**src/rtl/assert_macros.svh**
```systemverilog
// ----------------------------------------------------------------------------
// Assertion macros shared by the RTL
// Clocked on clk_i and disabled while rst_ni is low.
// ----------------------------------------------------------------------------
`ifndef ASSERT_MACROS_SVH
`define ASSERT_MACROS_SVH

// Concurrent property check.
`define ASSERT_PROP(lbl, prop) \
  lbl: assert property (@(posedge clk_i) disable iff (!rst_ni) (prop)) \
    else $error("assertion failed");

// Condition that must never be true.
`define ASSERT_NEVER(lbl, cond) \
  `ASSERT_PROP(lbl, !(cond))

`endif

```
**src/rtl/dcp_pkg.sv**
```systemverilog
// ----------------------------------------------------------------------------
// dcp_pkg
// Types and constants of the distance constraint projection block.
// ----------------------------------------------------------------------------
package dcp_pkg;

  // Stiffness of one in Q1.16
  localparam logic [16:0] Q_ONE = 17'd65536;

  // Queue between front and back
  localparam int QDEPTH = 4;
  localparam int QPTR_W = $clog2(QDEPTH);
  localparam int QCNT_W = $clog2(QDEPTH + 1);

  // Back pipeline stages (register index of each step's result)
  localparam int NSTAGE    = 69;
  localparam int ST_SUM    = 1;
  localparam int ST_ADIV0  = 1;
  localparam int ST_ADIV1  = 31;
  localparam int ST_SQRT0  = 2;
  localparam int ST_SQRT1  = 34;
  localparam int ST_SDIFF  = 35;
  localparam int ST_FM     = 36;
  localparam int ST_UDIV0  = 36;
  localparam int ST_UDIV1  = 66;
  localparam int ST_E      = 67;
  localparam int ST_MV     = 68;

  localparam logic [31:0] SAT_POS = 32'h7FFF_FFFF;
  localparam logic [31:0] SAT_NEG = 32'h8000_0000;

  typedef enum logic [1:0] {
    ST_APPLIED   = 2'd0,
    ST_ZERO_LEN  = 2'd1,
    ST_ZERO_WSUM = 2'd2,
    ST_SATURATED = 2'd3
  } dcp_status_e;

  // Classified request as it sits in the queue
  typedef struct packed {
    logic [2:0][31:0] p1;
    logic [2:0][31:0] p2;
    logic [2:0][32:0] mag;
    logic [2:0]       dneg;
    logic [30:0]      w1;
    logic [30:0]      w2;
    logic [31:0]      wsum;
    logic [30:0]      rest;
    logic [16:0]      k;
  } dcp_item_t;

  // Queue status seen by both sides
  typedef struct packed {
    logic empty;
    logic full;
  } dcp_q_stat_t;

  // One back pipeline stage
  typedef struct packed {
    dcp_item_t        it;
    logic [2:0][64:0] sq;
    logic [65:0]      rem;
    logic [32:0]      root;
    logic [1:0][33:0] ar;
    logic [1:0][30:0] aq;
    logic             sneg;
    logic [32:0]      sabs;
    logic [32:0]      fm;
    logic [2:0][34:0] ur;
    logic [2:0][30:0] uq;
    logic [2:0][32:0] e;
    logic [2:0][32:0] mv1;
    logic [2:0][32:0] mv2;
  } dcp_pipe_t;

  // Result request
  typedef struct packed {
    logic [2:0][31:0] n1;
    logic [2:0][31:0] n2;
    dcp_status_e      status;
  } dcp_res_t;

endpackage

```
**src/rtl/dcp_fifo.sv**
```systemverilog
// ----------------------------------------------------------------------------
// dcp_fifo
// Short register queue between the front and the back pipeline.
// ----------------------------------------------------------------------------
module dcp_fifo import dcp_pkg::*; (
  input  logic        clk_i,
  input  logic        rst_ni,
  input  logic        push_i,
  input  dcp_item_t   data_i,
  input  logic        pop_i,
  output dcp_item_t   data_o,
  output dcp_q_stat_t stat_o
);

  dcp_item_t          ent_q [QDEPTH];
  logic [QPTR_W-1:0]  wr_ptr_q, rd_ptr_q;
  logic [QCNT_W-1:0]  cnt_q;

  assign stat_o.empty = (cnt_q == '0);
  assign stat_o.full  = (cnt_q == QCNT_W'(QDEPTH));
  assign data_o       = ent_q[rd_ptr_q];

  // Pointers and fill count
  always_ff @(posedge clk_i or negedge rst_ni) begin
    if (!rst_ni) begin
      wr_ptr_q <= '0;
      rd_ptr_q <= '0;
      cnt_q    <= '0;
    end else begin
      if (push_i) wr_ptr_q <= wr_ptr_q + 1'b1;
      if (pop_i)  rd_ptr_q <= rd_ptr_q + 1'b1;
      if (push_i && !pop_i)      cnt_q <= cnt_q + 1'b1;
      else if (!push_i && pop_i) cnt_q <= cnt_q - 1'b1;
    end
  end

  // Entry storage
  always_ff @(posedge clk_i) begin
    if (push_i) ent_q[wr_ptr_q] <= data_i;
  end

endmodule

```
**config.mk**
```make
export PLATFORM = sky130hd
export DESIGN_NAME = dcp_fifo
export DESIGN_NICKNAME = d
export VERILOG_FILES = /design/src/rtl/assert_macros.svh /design/src/rtl/dcp_pkg.sv /design/src/rtl/dcp_fifo.sv
export SDC_FILE = /design/constraint.sdc
export NUM_CORES = 1
export LEC_CHECK = 0
export ABC_CLOCK_PERIOD_IN_PS = 14900
export BUFFER_PORTS_ARGS = -buffer_cell sky130_fd_sc_hd__buf_2
export CAP_MARGIN = 40
export CORE_AREA = 5 5 431 518
export CTS_CLUSTER_DIAMETER = 120
export DETAILED_ROUTE_END_ITERATION = 8
export DIE_AREA = 0 0 436 523
export GPL_ROUTABILITY_DRIVEN = 0
export PLACE_DENSITY = 0.57
export SETUP_SLACK_MARGIN = 0.02
export SYNTH_ARGS = -nofsm -noshare
export SYNTH_HDL_FRONTEND = slang
export SYNTH_SLANG_ARGS = --single-unit
```
**constraint.sdc**
```tcl
create_clock -name clk_i -period 14.9 [get_ports clk_i]
set_input_delay 1.49 -clock clk_i [delete_from_list [all_inputs] [get_ports clk_i]]
set_output_delay 1.49 -clock clk_i [all_outputs]
set_load 0.005 [all_outputs]
```
Yosys cells after proc, flatten, opt, wreduce, memory -nomap -nowiden

Memories as Yosys holds them, arrays and structs flattened.
Cells that the tools add are included.

Add/subtract/negate cells: 4
Muxes and demuxes: 4
Reduce and logical (&&, ||, !) cells: 6
Eq/ne operators: 1

Operators by type and width:

| cell                                                               | number |
|---|---|
| 3-bit two-way mux                                                  | 2 |
| 2-bit by 1-bit adder with 2-bit output, second input constant      | 2 |
| 3-bit by 1-bit adder with 3-bit output, second input constant      | 1 |
| 3-bit == test, second input constant                               | 1 |
| 3-bit logical NOT                                                  | 1 |
| 3-bit by 1-bit subtractor with 3-bit output, second input constant | 1 |
| 1-bit logical AND                                                  | 2 |
| 1-bit logical NOT                                                  | 2 |
| 1-bit two-way mux                                                  | 2 |
| 2-bit nonzero test                                                 | 1 |

Output and inout port bits: 438
Bits in writable memories: 1744
Memories kept: 1
Logic and storage cells: 19
Bits of input ports: 440
Bits in registers: 7

Memories:

| name  | depth | width | rd ports | clocked after Yosys merged registers in | write ports | line           | text |
|---|---|---|---|---|---|---|---|
| ent_q | 4     | 436   | 1        | 0                                       | 1           | dcp_fifo.sv:15 | `dcp_item_t ent_q [QDEPTH];` |

Depth between registers and ports, before layout

Word-level depth: 4
Mapped depth: 7
Depth with buffers taken out: 7

Worst setup path before layout

OpenSTA, ideal clock, no wires.

Path kind: in2reg
From: in push_i
To: mem ent_q[1][0] in the netlist's numbering, enable pin
Library setup time: 854 ps
Data arrival time: 11287 ps
Setup slack: 2758 ps
Data required time: 14046 ps
Buffers on the path: 0
Stages on the path: 1
Cell sequence: and2_1

Word-level cells in the longest chain between the ends: 2

RTL lines:

| what                                    | line           | text |
|---|---|---|
| start, declared                         | dcp_fifo.sv:8  | `input logic push_i,` |
| 1-bit two-way mux                       | dcp_fifo.sv:39 | `if (push_i) ent_q[wr_ptr_q] <= data_i;` |
| 1-bit two-way mux (not written as such) | dcp_fifo.sv:39 |  |
| end, declared                           | dcp_fifo.sv:15 |  |

Every way passes these cells.

==> metrics <==
post-placement cell area 0.0727 mm2; # DRC 0; largest net degree at the start of global routing 135; Leakage 0.0271 uW; via/cell ratio 4.60; die area 0.228 mm2; most common cell in the netlist edfxtp_1; Max-Cap Viols 0; port buffer count 877; Slew HR 22.3%; worst hold margin 0.494 ns; largest cells by area after synthesis edfxtp_1, mux4_1, mux4_2; Clk pin slew, worst setup/hold paths 0.07 ns; CTS tree built; Slowest-stage cell, CP mux4_1; core outline area 0.218 mm2; fin cells 6336; Mapped Cells 2312; number of different library cells in the post-synthesis netlist 20; placed cells 5987; share of layout cells above drive strength 1 35.5%; Layout fillers 19800; Max VDD drop 0.127 mV; fmax 0.174 GHz; crit path max fanout 97; Synth Area in Adders 0.127%; Syn Area/Cell 28.0 um2; unrepaired setup endpoints after global routing false; Clock Skew 0.0374 ns; Worst path max stage delay 0.61 ns; syn_nets 2758; post-synthesis mux area share 17.4%; Post-synth top cells edfxtp_1, mux4_1, mux4_2; std cell rows 188; max-slew violations 0; total I/O pin count 878; Inserted Clock Buffers 175; hpwl dp 99700 um; Post-CTS Resized 0; Simple-Gate Fraction of Synth Area 0.0753%; initial antenna violation count 92; Ys Warns 0; CP arrival 4.27 ns; Post-Route Setup TNS 0 ns; register area 0.0526 mm2; Total GRT Usage 13.0%; Final Hold Viols 0; clk buf depth 3; CP Class flip-flop to output pin; Slew @ Worst Pin 1.17 ns; fin crit share 38.7%; die height 523 um; 1st-pass router iterations 4; Layout area overhead 20.9%; clock sinks 1751; synthesized area 0.0648 mm2; Synth Area in Compound Gates 0.00772%; status finished clean; first-pass GRT wire length 220000 um; biggest area consumer among synthesized cells edfxtp_1; Final Worst Setup Slack 9.14 ns; via count 29100; H-Tree Depth 4; Clk Latency, worst-skew pair 0.80 ns; fin nets 3760; DRT iter0 DRCs 1893; Synth top area share 80.8%; Synth Area in XOR/XNOR 0.0811%; Main synth FF type edfxtp_1; GR Overflow Total 0; #FFs+latches synth 1751; Seq/Total Area, Yosys 81.1%; CP required 13.41 ns; area of the multi-input gates 0.0114 mm2; crit end category output pin; Root Driver clkbuf_16; die extent in x 436 um; post-place setup slack 9.88 ns; hold crit path type flip-flop to flip-flop; Final ANT Viol Nets 0; largest family of logic cells by synthesized area multiplexers; CP cell instances buf_12 -> buf_4 -> buf_16 -> buf_4 -> buf_16 -> mux4_1 -> buf_2; number of synthesized flops with an enable pin 1744; hold-fix buffers at CTS 0; routed wire length 154000 um; ys async rst share 0.400%; cell area after layout 0.0783 mm2; final setup fails 0; PwrDens 191 mW/mm2; fin crit period 5.76 ns; post-CTS setup buffer count 0; initial core utilization 29.8%; vias in the first global route 30500; Routed WL per cell 24.3 um; Worst Setup Start Kind flip-flop
==> logic make-up after synthesis <==
family | Yosys count
flip-flops | 1751
multiplexers | 437
buffers and inverters | 102
AND/OR/NAND/NOR | 9
XOR/XNOR | 6
adder cells (fa/ha/maj) | 6
AO/OA/AOI/OAI | 1
==> critical path: cells and delay by family (launching register included) <==
family / cells / cell delay, ns
flops: 1 / 0.51
mux: 1 / 0.61
buf+inv: 6 / 2.01
==> cell type report <==
type | instances | share of cell area, %
clock inverter | 111 | 1.34
timing repair buffer | 923 | 6.51
tap | 2850 | 4.55
antenna | 29 | 0.0926
sequential | 1751 | 67.1
inverter | 4 | 0.0192
multi-input combinational | 459 | 14.6
clock buffer | 209 | 5.78
==> worst paths after layout <==
check,cells past startpoint,slack [ns],from,to
worst max-delay path,7,9.14,rd_ptr_q[0],data_o[195]
max in group asynchronous,1,14.21,rst_ni,rd_ptr_q[1]
worst min register to register,1,0.49,cnt_q[2],cnt_q[2]
min in group asynchronous,1,0.51,rst_ni,rd_ptr_q[0]
worst min-delay path,1,0.49,cnt_q[2],cnt_q[2]
worst max register to register,6,11.06,wr_ptr_q[0],ent_q[2][256]
==> routing by layer <==
metal | GRT usage, % | part of all wire, % | vias to the layer above
met5 | 0 | 0.23 | -
met4 | 3.73 | 2.4 | 52
met3 | 5.54 | 9.7 | 313
met2 | 21.4 | 48 | 1029
met1 | 15.8 | 39 | 15200
li1 | - | - | 12500
==> power breakdown <==
group          switching [uW]  leakage, uW  internal (uW)
registers                 173       0.0161           6440
logic                    2310      0.00825           1800
clock network            1870      0.00270           2380
total                    4360       0.0271          10600
==> sequential cells by signal (all words and copies together), names as in the netlist <==
name / cells
cnt_q: 3
rd_ptr_q: 2
wr_ptr_q: 2
ent_q: 1744
==> placed cells by master, fill, tap and decap left out, types with 6 or more instances in the layout <==
| cell | n |
|---|---|
| buf_4 | 23 |
| mux4_1 | 377 |
| diode_2 | 29 |
| buf_2 | 877 |
| edfxtp_1 | 1744 |
| bufinv_16 | 11 |
| buf_16 | 10 |
| clkinv_1 | 50 |
| clkbuf_16 | 176 |
| mux4_2 | 59 |
| buf_12 | 13 |
| clkinv_16 | 6 |
| clkbuf_1 | 33 |
| clkinv_2 | 29 |
==> per-stage QoR <==
step / total power (uW) / utilization (%)
6_report: 15000 / 36.0
5_1_grt: 15700 / 36.0
4_1_cts: 15300 / 36.0
3_5_place_dp: 11000 / 33.4
3_3_place_gp: 10900 / 33.3
2_1_floorplan: 9410 / -
Note: power is estimated with default switching activity, not from simulation.
