**src/rtl/assert_macros.svh**
```systemverilog
// ----------------------------------------------------------------------------
// Assertion macros shared by the RTL
// Clocked on clk_i and disabled while rst_ni is low.
// ----------------------------------------------------------------------------
`ifndef ASSERT_MACROS_SVH
`define ASSERT_MACROS_SVH

// Concurrent property check.
`define ASSERT_PROP(lbl, prop) \
  lbl: assert property (@(posedge clk_i) disable iff (!rst_ni) (prop)) \
    else $error("assertion failed");

// Condition that must never be true.
`define ASSERT_NEVER(lbl, cond) \
  `ASSERT_PROP(lbl, !(cond))

`endif

```
**src/rtl/dcp_pkg.sv**
```systemverilog
// ----------------------------------------------------------------------------
// dcp_pkg
// Types and constants of the distance constraint projection block.
// ----------------------------------------------------------------------------
package dcp_pkg;

  // Stiffness of one in Q1.16
  localparam logic [16:0] Q_ONE = 17'd65536;

  // Queue between front and back
  localparam int QDEPTH = 4;
  localparam int QPTR_W = $clog2(QDEPTH);
  localparam int QCNT_W = $clog2(QDEPTH + 1);

  // Back pipeline stages (register index of each step's result)
  localparam int NSTAGE    = 69;
  localparam int ST_SUM    = 1;
  localparam int ST_ADIV0  = 1;
  localparam int ST_ADIV1  = 31;
  localparam int ST_SQRT0  = 2;
  localparam int ST_SQRT1  = 34;
  localparam int ST_SDIFF  = 35;
  localparam int ST_FM     = 36;
  localparam int ST_UDIV0  = 36;
  localparam int ST_UDIV1  = 66;
  localparam int ST_E      = 67;
  localparam int ST_MV     = 68;

  localparam logic [31:0] SAT_POS = 32'h7FFF_FFFF;
  localparam logic [31:0] SAT_NEG = 32'h8000_0000;

  typedef enum logic [1:0] {
    ST_APPLIED   = 2'd0,
    ST_ZERO_LEN  = 2'd1,
    ST_ZERO_WSUM = 2'd2,
    ST_SATURATED = 2'd3
  } dcp_status_e;

  // Classified request as it sits in the queue
  typedef struct packed {
    logic [2:0][31:0] p1;
    logic [2:0][31:0] p2;
    logic [2:0][32:0] mag;
    logic [2:0]       dneg;
    logic [30:0]      w1;
    logic [30:0]      w2;
    logic [31:0]      wsum;
    logic [30:0]      rest;
    logic [16:0]      k;
  } dcp_item_t;

  // Queue status seen by both sides
  typedef struct packed {
    logic empty;
    logic full;
  } dcp_q_stat_t;

  // One back pipeline stage
  typedef struct packed {
    dcp_item_t        it;
    logic [2:0][64:0] sq;
    logic [65:0]      rem;
    logic [32:0]      root;
    logic [1:0][33:0] ar;
    logic [1:0][30:0] aq;
    logic             sneg;
    logic [32:0]      sabs;
    logic [32:0]      fm;
    logic [2:0][34:0] ur;
    logic [2:0][30:0] uq;
    logic [2:0][32:0] e;
    logic [2:0][32:0] mv1;
    logic [2:0][32:0] mv2;
  } dcp_pipe_t;

  // Result request
  typedef struct packed {
    logic [2:0][31:0] n1;
    logic [2:0][31:0] n2;
    dcp_status_e      status;
  } dcp_res_t;

endpackage

```
**src/rtl/dcp_front.sv**
```systemverilog
// ----------------------------------------------------------------------------
// dcp_front
// Accepts requests, forms the point difference, weight sum and clamped
// stiffness, and pushes the classified request into the queue.
// ----------------------------------------------------------------------------
module dcp_front import dcp_pkg::*; (
  input  logic        in_valid_i,
  output logic        in_ready_o,
  input  logic [31:0] first_x_i,
  input  logic [31:0] first_y_i,
  input  logic [31:0] first_z_i,
  input  logic [31:0] second_x_i,
  input  logic [31:0] second_y_i,
  input  logic [31:0] second_z_i,
  input  logic [30:0] first_weight_i,
  input  logic [30:0] second_weight_i,
  input  logic [30:0] rest_length_i,
  input  logic [16:0] stiffness_i,
  input  dcp_q_stat_t q_stat_i,
  output logic        push_o,
  output dcp_item_t   item_o
);

  logic [2:0][31:0] p1, p2;
  logic [2:0][32:0] diff;

  assign p1 = {first_z_i, first_y_i, first_x_i};
  assign p2 = {second_z_i, second_y_i, second_x_i};

  assign in_ready_o = !q_stat_i.full;
  assign push_o     = in_valid_i && !q_stat_i.full;

  // Difference per axis, sign and magnitude
  always_comb begin
    item_o = '0;
    for (int a = 0; a < 3; a++) begin
      diff[a]        = {p1[a][31], p1[a]} - {p2[a][31], p2[a]};
      item_o.dneg[a] = diff[a][32];
      item_o.mag[a]  = diff[a][32] ? (33'd0 - diff[a]) : diff[a];
    end
    item_o.p1   = p1;
    item_o.p2   = p2;
    item_o.w1   = first_weight_i;
    item_o.w2   = second_weight_i;
    item_o.wsum = {1'b0, first_weight_i} + {1'b0, second_weight_i};
    item_o.rest = rest_length_i;
    item_o.k    = (stiffness_i > Q_ONE) ? Q_ONE : stiffness_i;
  end

endmodule

```
**config.mk**
```make
export PLATFORM = sky130hd
export DESIGN_NAME = dcp_front
export DESIGN_NICKNAME = d
export VERILOG_FILES = /design/src/rtl/assert_macros.svh /design/src/rtl/dcp_pkg.sv /design/src/rtl/dcp_front.sv
export SDC_FILE = /design/constraint.sdc
export NUM_CORES = 1
export LEC_CHECK = 0
export BUFFER_PORTS_ARGS = -buffer_cell sky130_fd_sc_hd__buf_2
export CAP_MARGIN = 25
export CELL_PAD_IN_SITES_DETAIL_PLACEMENT = 0
export CELL_PAD_IN_SITES_GLOBAL_PLACEMENT = 1
export CORE_AREA = 2 2 285 287
export DETAILED_ROUTE_END_ITERATION = 8
export DIE_AREA = 0 0 287 289
export GPL_ROUTABILITY_DRIVEN = 0
export PLACE_DENSITY_LB_ADDON = 0.25
export REMOVE_ABC_BUFFERS = 1
export SYNTH_ARGS = -nofsm -noshare
export SYNTH_HDL_FRONTEND = slang
export SYNTH_SLANG_ARGS = --single-unit
export TNS_END_PERCENT = 5
```
**constraint.sdc**
```tcl
create_clock -name vclk -period 11.5
set_clock_uncertainty 0.2 [all_clocks]
set_input_delay 1.15 -clock vclk [all_inputs]
set_output_delay 1.15 -clock vclk [all_outputs]
set_load 0.01 [all_outputs]
```
# After elaboration in Yosys (flattened, before gate mapping)
# Index checks and enable logic that the tools add are counted.
# word_totals
register_bits	0
input_bits	305
out_inout_bits	438
wordCells	14
# classes
add_sub_neg	7
magnitude_cmp	1
muxes	4
reduce_logical	2
# ops
operator	n
33-bit 2-to-1 mux	3
1-bit by 33-bit subtractor with 33-bit output (first input constant)	3
32-bit by 32-bit subtractor with 33-bit output	3
31-bit by 31-bit adder with 32-bit output	1
17-bit > comparator (second input constant)	1
17-bit 2-to-1 mux	1
1-bit logical AND	1
1-bit logical NOT	1

# Depth between registers and ports, before layout
# Gate-level depths: netlist (run 1).
# depth
word_depth	3
ltp_mapped	16
depth_no_buf	15

# Worst setup path before layout (run 1)
# OpenSTA, ideal clock, no wires.
# synth_timing
path_kind	input port to output port
start	input port first_z_i[0]
end	output port item_o[242] (netlist bit)
t_arrival_ps	4333
required_ps	10150
setup_slack_ps	5817
stages	14
path_buffers	0
cell_sequence	inv_1 > ha_1 > fa_1 > nand2b_1 > a21o_1 > a21oi_2 > nor2_1 > a311oi_1 > and4b_1 > nand4bb_1 > or4_4 > nor3b_4 > a41oi_1 > xor2_1
# synth_rtl
element	line_no	source
start, declared	dcp_front.sv:11	input logic [31:0] first_z_i,
end, declared	dcp_front.sv:21	output dcp_item_t item_o

==> metrics.txt, run 1 <==
Max VDD drop 0.03464 mV; PD cells 77.20 nW/um^2; fillers 9,322; Yosys cell types 97; status complete, no violations; die area 82,940 sq um; CP max FO 21; final non-filler cell total 3,190; Setup CP Type input pin to output port; GRT Total Usage 0.1135; Syn Inst Count 1,774; final instance area 14,550 sq um; Synth Area in Adders 0.1407; fin. max-slew vios 0; Max-Cap Viols 0; vias in the first global route 12,812; total gr overflow 0; Die Span Y 289 microns; routed vias/inst 4.198; Cells after DPL 3,187; largest net degree at the start of global routing 22; Die W 287 microns; WP data required 10.15 ns; Pleak 0.007349 uW; CP Data Arrival Time 5.71 ns; final hold violation count 0; hold slack 2.100 ns; Period minus WS final 7.059 ns; detailed-route via count 13,392; sequential cell count 0; Syn Area/Cell 6.837 sq um; simple logic cell fraction of the synthesized area 0.2170; relative slew slack 0.3164; xor/xnor share of the synthesized area 0.1392; DRC errors left 0; Placed Instance Area 14,540 sq um; FMAX 141.7 MHz; area added between synthesis and finish 19.96%; Reg area 0 sq um; Setup violations, final 0; Mapped Area 12,130 sq um; DR WL/cell 16.34 microns; Syn. warnings 0; hold_buf cts 0; worst-margin pin slew 1.016 ns; Pre-antenna DRT Iters 5; setup TNS 0 ns; multiplexer share of the synthesized area 0.0008253; Compound-Gate Fraction of Synth Area 0.2627; CP Launch Type input pin; initial core utilization 0.1518; clk_buf instances 0; DRT Wirelength 52,140 microns; Rows 104; initial antenna violation count 10; main combinational cell family by area after synthesis compound AO/OA/AOI/OAI gates; post-CTS sizing 0; post-CTS setup buffers 0; detailed placer's ending HPWL 47,030 microns; crit end category output port; I/O pin total 743; sequential share of the synthesized area 0; share of layout cells above drive strength 1 0.3465; unrepaired setup endpoints after global routing false; I/O Buffers 680; 1st-iter DRT viols 509; Worst Hold Class input pin to output port; Period Utilization, post-route 0.6138; core area 79,900 sq um; ANT nets after route 0; nets@finish 2,568; global-route wire length before repair 75,590 microns
==> layout by cell type, fill, tap and decap left out, types with 5 or more instances in the layout <==
master | synthesis | layout
buf_2 | 9 | 680
inv_1 | 154 | 154
a21oi_1 | 145 | 144
ha_1 | 130 | 130
xnor2_1 | 117 | 117
nand2_1 | 115 | 115
nor2_1 | 107 | 107
o21ai_0 | 92 | 92
xor2_1 | 72 | 72
a21o_1 | 46 | 46
nor2b_1 | 42 | 42
nor3_1 | 31 | 31
nand3_1 | 31 | 31
nand2b_1 | 25 | 25
a31oi_1 | 25 | 25
o21a_1 | 22 | 22
nand4_1 | 20 | 20
and3_1 | 19 | 19
or3_1 | 18 | 18
o31ai_1 | 17 | 17
o211ai_1 | 15 | 15
and2_1 | 14 | 14
o21bai_1 | 12 | 12
nor4_1 | 12 | 12
o211a_1 | 8 | 8
a21oi_2 | 6 | 7
a211oi_1 | 7 | 7
a211o_1 | 7 | 7
a41oi_1 | 6 | 6
o311ai_0 | 6 | 6
nor4b_1 | 6 | 6
nor3_2 | 5 | 5
and4_1 | 5 | 5
or2_2 | 5 | 5
o31a_1 | 5 | 5
==> power by group <==
group / switching (uW) / internal, uW
Clock: 0 / 0.0000349
Combinational: 678 / 445
Sequential: 0 / 0
Total: 678 / 445
==> cell type report <==
cell class	count	area, sq um	area share
inverters	154	578.1	0.03973
well taps	1060	1326	0.09115
multi-input cells	1292	9228	0.6342
repair buffers	681	3411	0.2344
diodes	3	7.507	0.0005160
==> through the flow <==
stage | total power, uW | setup WS (ns) | util
global route | 1234 | 4.066 | 0.1820
finish | 1123 | 4.441 | 0.1821
floorplan | 650.9 | 5.255 | -
global placement | 1138 | 4.385 | 0.1820
detailed placement | 1135 | 4.392 | 0.1820
CTS | 1141 | 4.367 | 0.1820
==> worst paths after layout <==
kind / cells after the start / to / start
max: 17 / item_o[225] / first_z_i[0]
min: 0 / item_o[43] / rest_length_i[26]
==> synthesized netlist by cell type, drive strengths merged (32+ instances only) <==
library cell | count | area [sq um]
nor2 | 107 | 401.6
clkbuf | 32 | 120.1
inv | 154 | 578.1
xor2 | 72 | 630.6
nand3 | 32 | 165.2
xnor2 | 119 | 1057
buf | 296 | 2207
nand2 | 115 | 431.7
a21o | 46 | 345.3
nor2b | 43 | 276.5
ha | 130 | 1627
o21ai | 98 | 501.7
nor3 | 37 | 221.5
a21oi | 151 | 778.3
==> metal layers <==
metal,share of wire,GRT usage,vias up
met3,0.053,0.01622,14
met4,0.0016,0.001693,8
met2,0.50,0.2082,406
met5,0.0034,0.01136,-
met1,0.44,0.1469,6337
li1,-,-,6627
==> logic make-up after synthesis <==
| kind of cell | count (synthesis) |
|---|---|
| buffers and inverters | 482 |
| adders and majority gates | 134 |
| AOI/OAI and AO/OA | 477 |
| xor gates and xnor gates | 191 |
| muxes | 1 |
| and+or+nand+nor | 489 |
==> critical path, cell delays in order <==
cell and delay, ns:
buf_2 0.10, inv_1 0.05, ha_1 0.23, fa_1 0.40, nand2b_1 0.18, a21o_1 0.20, a21oi_2 0.35, a21o_1 0.22
o21ai_0 0.24, or2_2 0.38, a31oi_1 0.23, and2_1 0.17, o31a_1 0.70, inv_1 0.50, o21ai_0 0.23, xnor2_1 0.18
buf_2 0.18
Power figures use the tool's default switching activity.
==> run 2, diff against run 1 <==
- CORE_AREA: 2 2 285 287 -> 2 2 288 290
- DIE_AREA: 0 0 287 289 -> 0 0 290 292
- clock period: 11.5 -> 6.2 ns (I/O delays scaled with it)
==> run 2 against run 1 <==
  * Design area is 0.50% higher
  * Combinational power is 86% higher
  * Final cell count up 0.56%
  * Utilization fell by 0.29 points
  * Sequential share of layout area did not move
  * Power increased by 85%
  * Routed wire length shrank 0.47%
  * Non-clock buffer count grew 8
  * First-iteration DRC count is 2.9% lower
  * Highest routed layer is now met4
==> metrics.txt, run 2 (synthesis gave the netlist of run 1 again) <==
status complete, no violations; vias in the first global route 13,241; largest net degree at the start of global routing 21; global-route wire length before repair 77,760 microns; commonest non-fill, non-tap cells in the layout buf_2 (680), inv_1 (154), a21oi_1 (144); relative slew slack 0.4760; PD cells 142.3 nW/um^2; WP data required 5.38 ns; commonest non-fill, non-tap cell in the layout buf_2; core area 81,580 sq um; Design Power 2081 uW; crit path max-delay cell type inv_1; crit end category output port; Pre-antenna DRT Iters 5; Reg area 0 sq um; sequential cell count 0; FMAX 183.6 MHz; Period Utilization, post-route 0.8783; setup TNS 0 ns; post-CTS setup buffers 0; fillers 9,474; worst-margin pin slew 0.7758 ns; area added between synthesis and finish 20.56%; DRT Wirelength 51,890 microns; Max VDD drop 0.07447 mV; post-CTS sizing 0; crit path cell chain buf_2 > inv_1 > ha_1 > and2_4 > o2111ai_1 > o21ai_0 > or3_1 > o21ai_0 > o21ai_0 > o31ai_1 > nand3_1 > o21a_1 > inv_1 > o21ai_0 > xnor2_1 > buf_2; unrepaired setup endpoints after global routing false; Bufs and invs on worst path 4; I/O pin total 743; hold path start rest_length_i[23]; Die W 290 microns; most used cell along the critical path o21ai_0; initial core utilization 0.1487; Max-Cap Viols 0; hold_buf cts 0; GRT Total Usage 0.1132; 1st-iter DRT viols 494; Die Span Y 292 microns; fin. max-slew vios 0; max incr delay on CP 0.56 ns; initial antenna violation count 6; Setup CP Type input pin to output port; DRC errors left 0; Setup violations, final 0; Worst Hold Class input pin to output port; CP Data Arrival Time 4.63 ns; DR WL/cell 16.18 microns; ANT nets after route 0; Min-Delay Path Depth 0; routed vias/inst 4.183; crit-path leading delay family compound AO/OA/AOI/OAI gates; CP max FO 18; Rows 105; Pleak 0.007389 uW; detailed placer's ending HPWL 46,820 microns; nets@finish 2,576; detailed-route via count 13,420; clk_buf instances 0; die area 84,680 sq um; Period minus WS final 5.446 ns; share of layout cells above drive strength 1 0.3489; hold endpoint item_o[40]; I/O Buffers 680; final hold violation count 0; total gr overflow 0; CP Launch Type input pin
## run 2: changes by cell type in the layout (fill, tap and decap cells not counted), sizes merged
cell / before / now
buf: 681 / 689
## run 2: how the worst max path moves through the flow
stage                     slack (ns)          end            from  depth (start not counted)
final                           0.75  item_o[182]  second_y_i[11]                         16
after detailed placement        0.75  item_o[156]    first_x_i[0]                         17
after floorplan                 1.01  item_o[160]    first_x_i[0]                         15
after CTS                       0.72  item_o[156]    first_x_i[0]                         17
after global placement          0.75  item_o[204]  second_y_i[11]                         16
after global routing            0.34  item_o[200]  second_y_i[11]                         16
## run 2: power breakdown
| part | internal [uW] | switching (uW) |
|---|---|---|
| registers | 0 | 0 |
| logic | 831 | 1250 |
| clock network | 0.0000647 | 0 |
| total | 831 | 1250 |
## run 2: metrics by stage
step / cell area, sq um / utilization / setup slack [ns] / hold slack [ns] / std cells
after floorplan: 9802 / - / 1.015 / 1.040 / 1446
after global placement: 14620 / 0.1791 / 0.7463 / 1.040 / 3205
after detailed placement: 14620 / 0.1791 / 0.7491 / 1.040 / 3205
after CTS: 14620 / 0.1791 / 0.7238 / 1.040 / 3205
after global routing: 14620 / 0.1792 / 0.3411 / 1.040 / 3207
final: 14620 / 0.1792 / 0.7544 / 1.040 / 3208
## run 2: cell type report
type,instances,area (sq um),share of cell area
tap,1070,1339,0.09155
timing repair buffer,689,3471,0.2374
antenna,3,7.507,0.0005134
multi-input combinational,1292,9228,0.6310
inverter,154,578.1,0.03953
## run 2: routing by layer
metal	share of wire	vias up	global-route usage	routed length, microns
met5	0	-	0	0
met4	0.011	0	0.01181	596
met3	0.044	30	0.01545	2288
met2	0.52	392	0.2170	27050
met1	0.42	6340	0.1366	21960
li1	-	6658	-	-
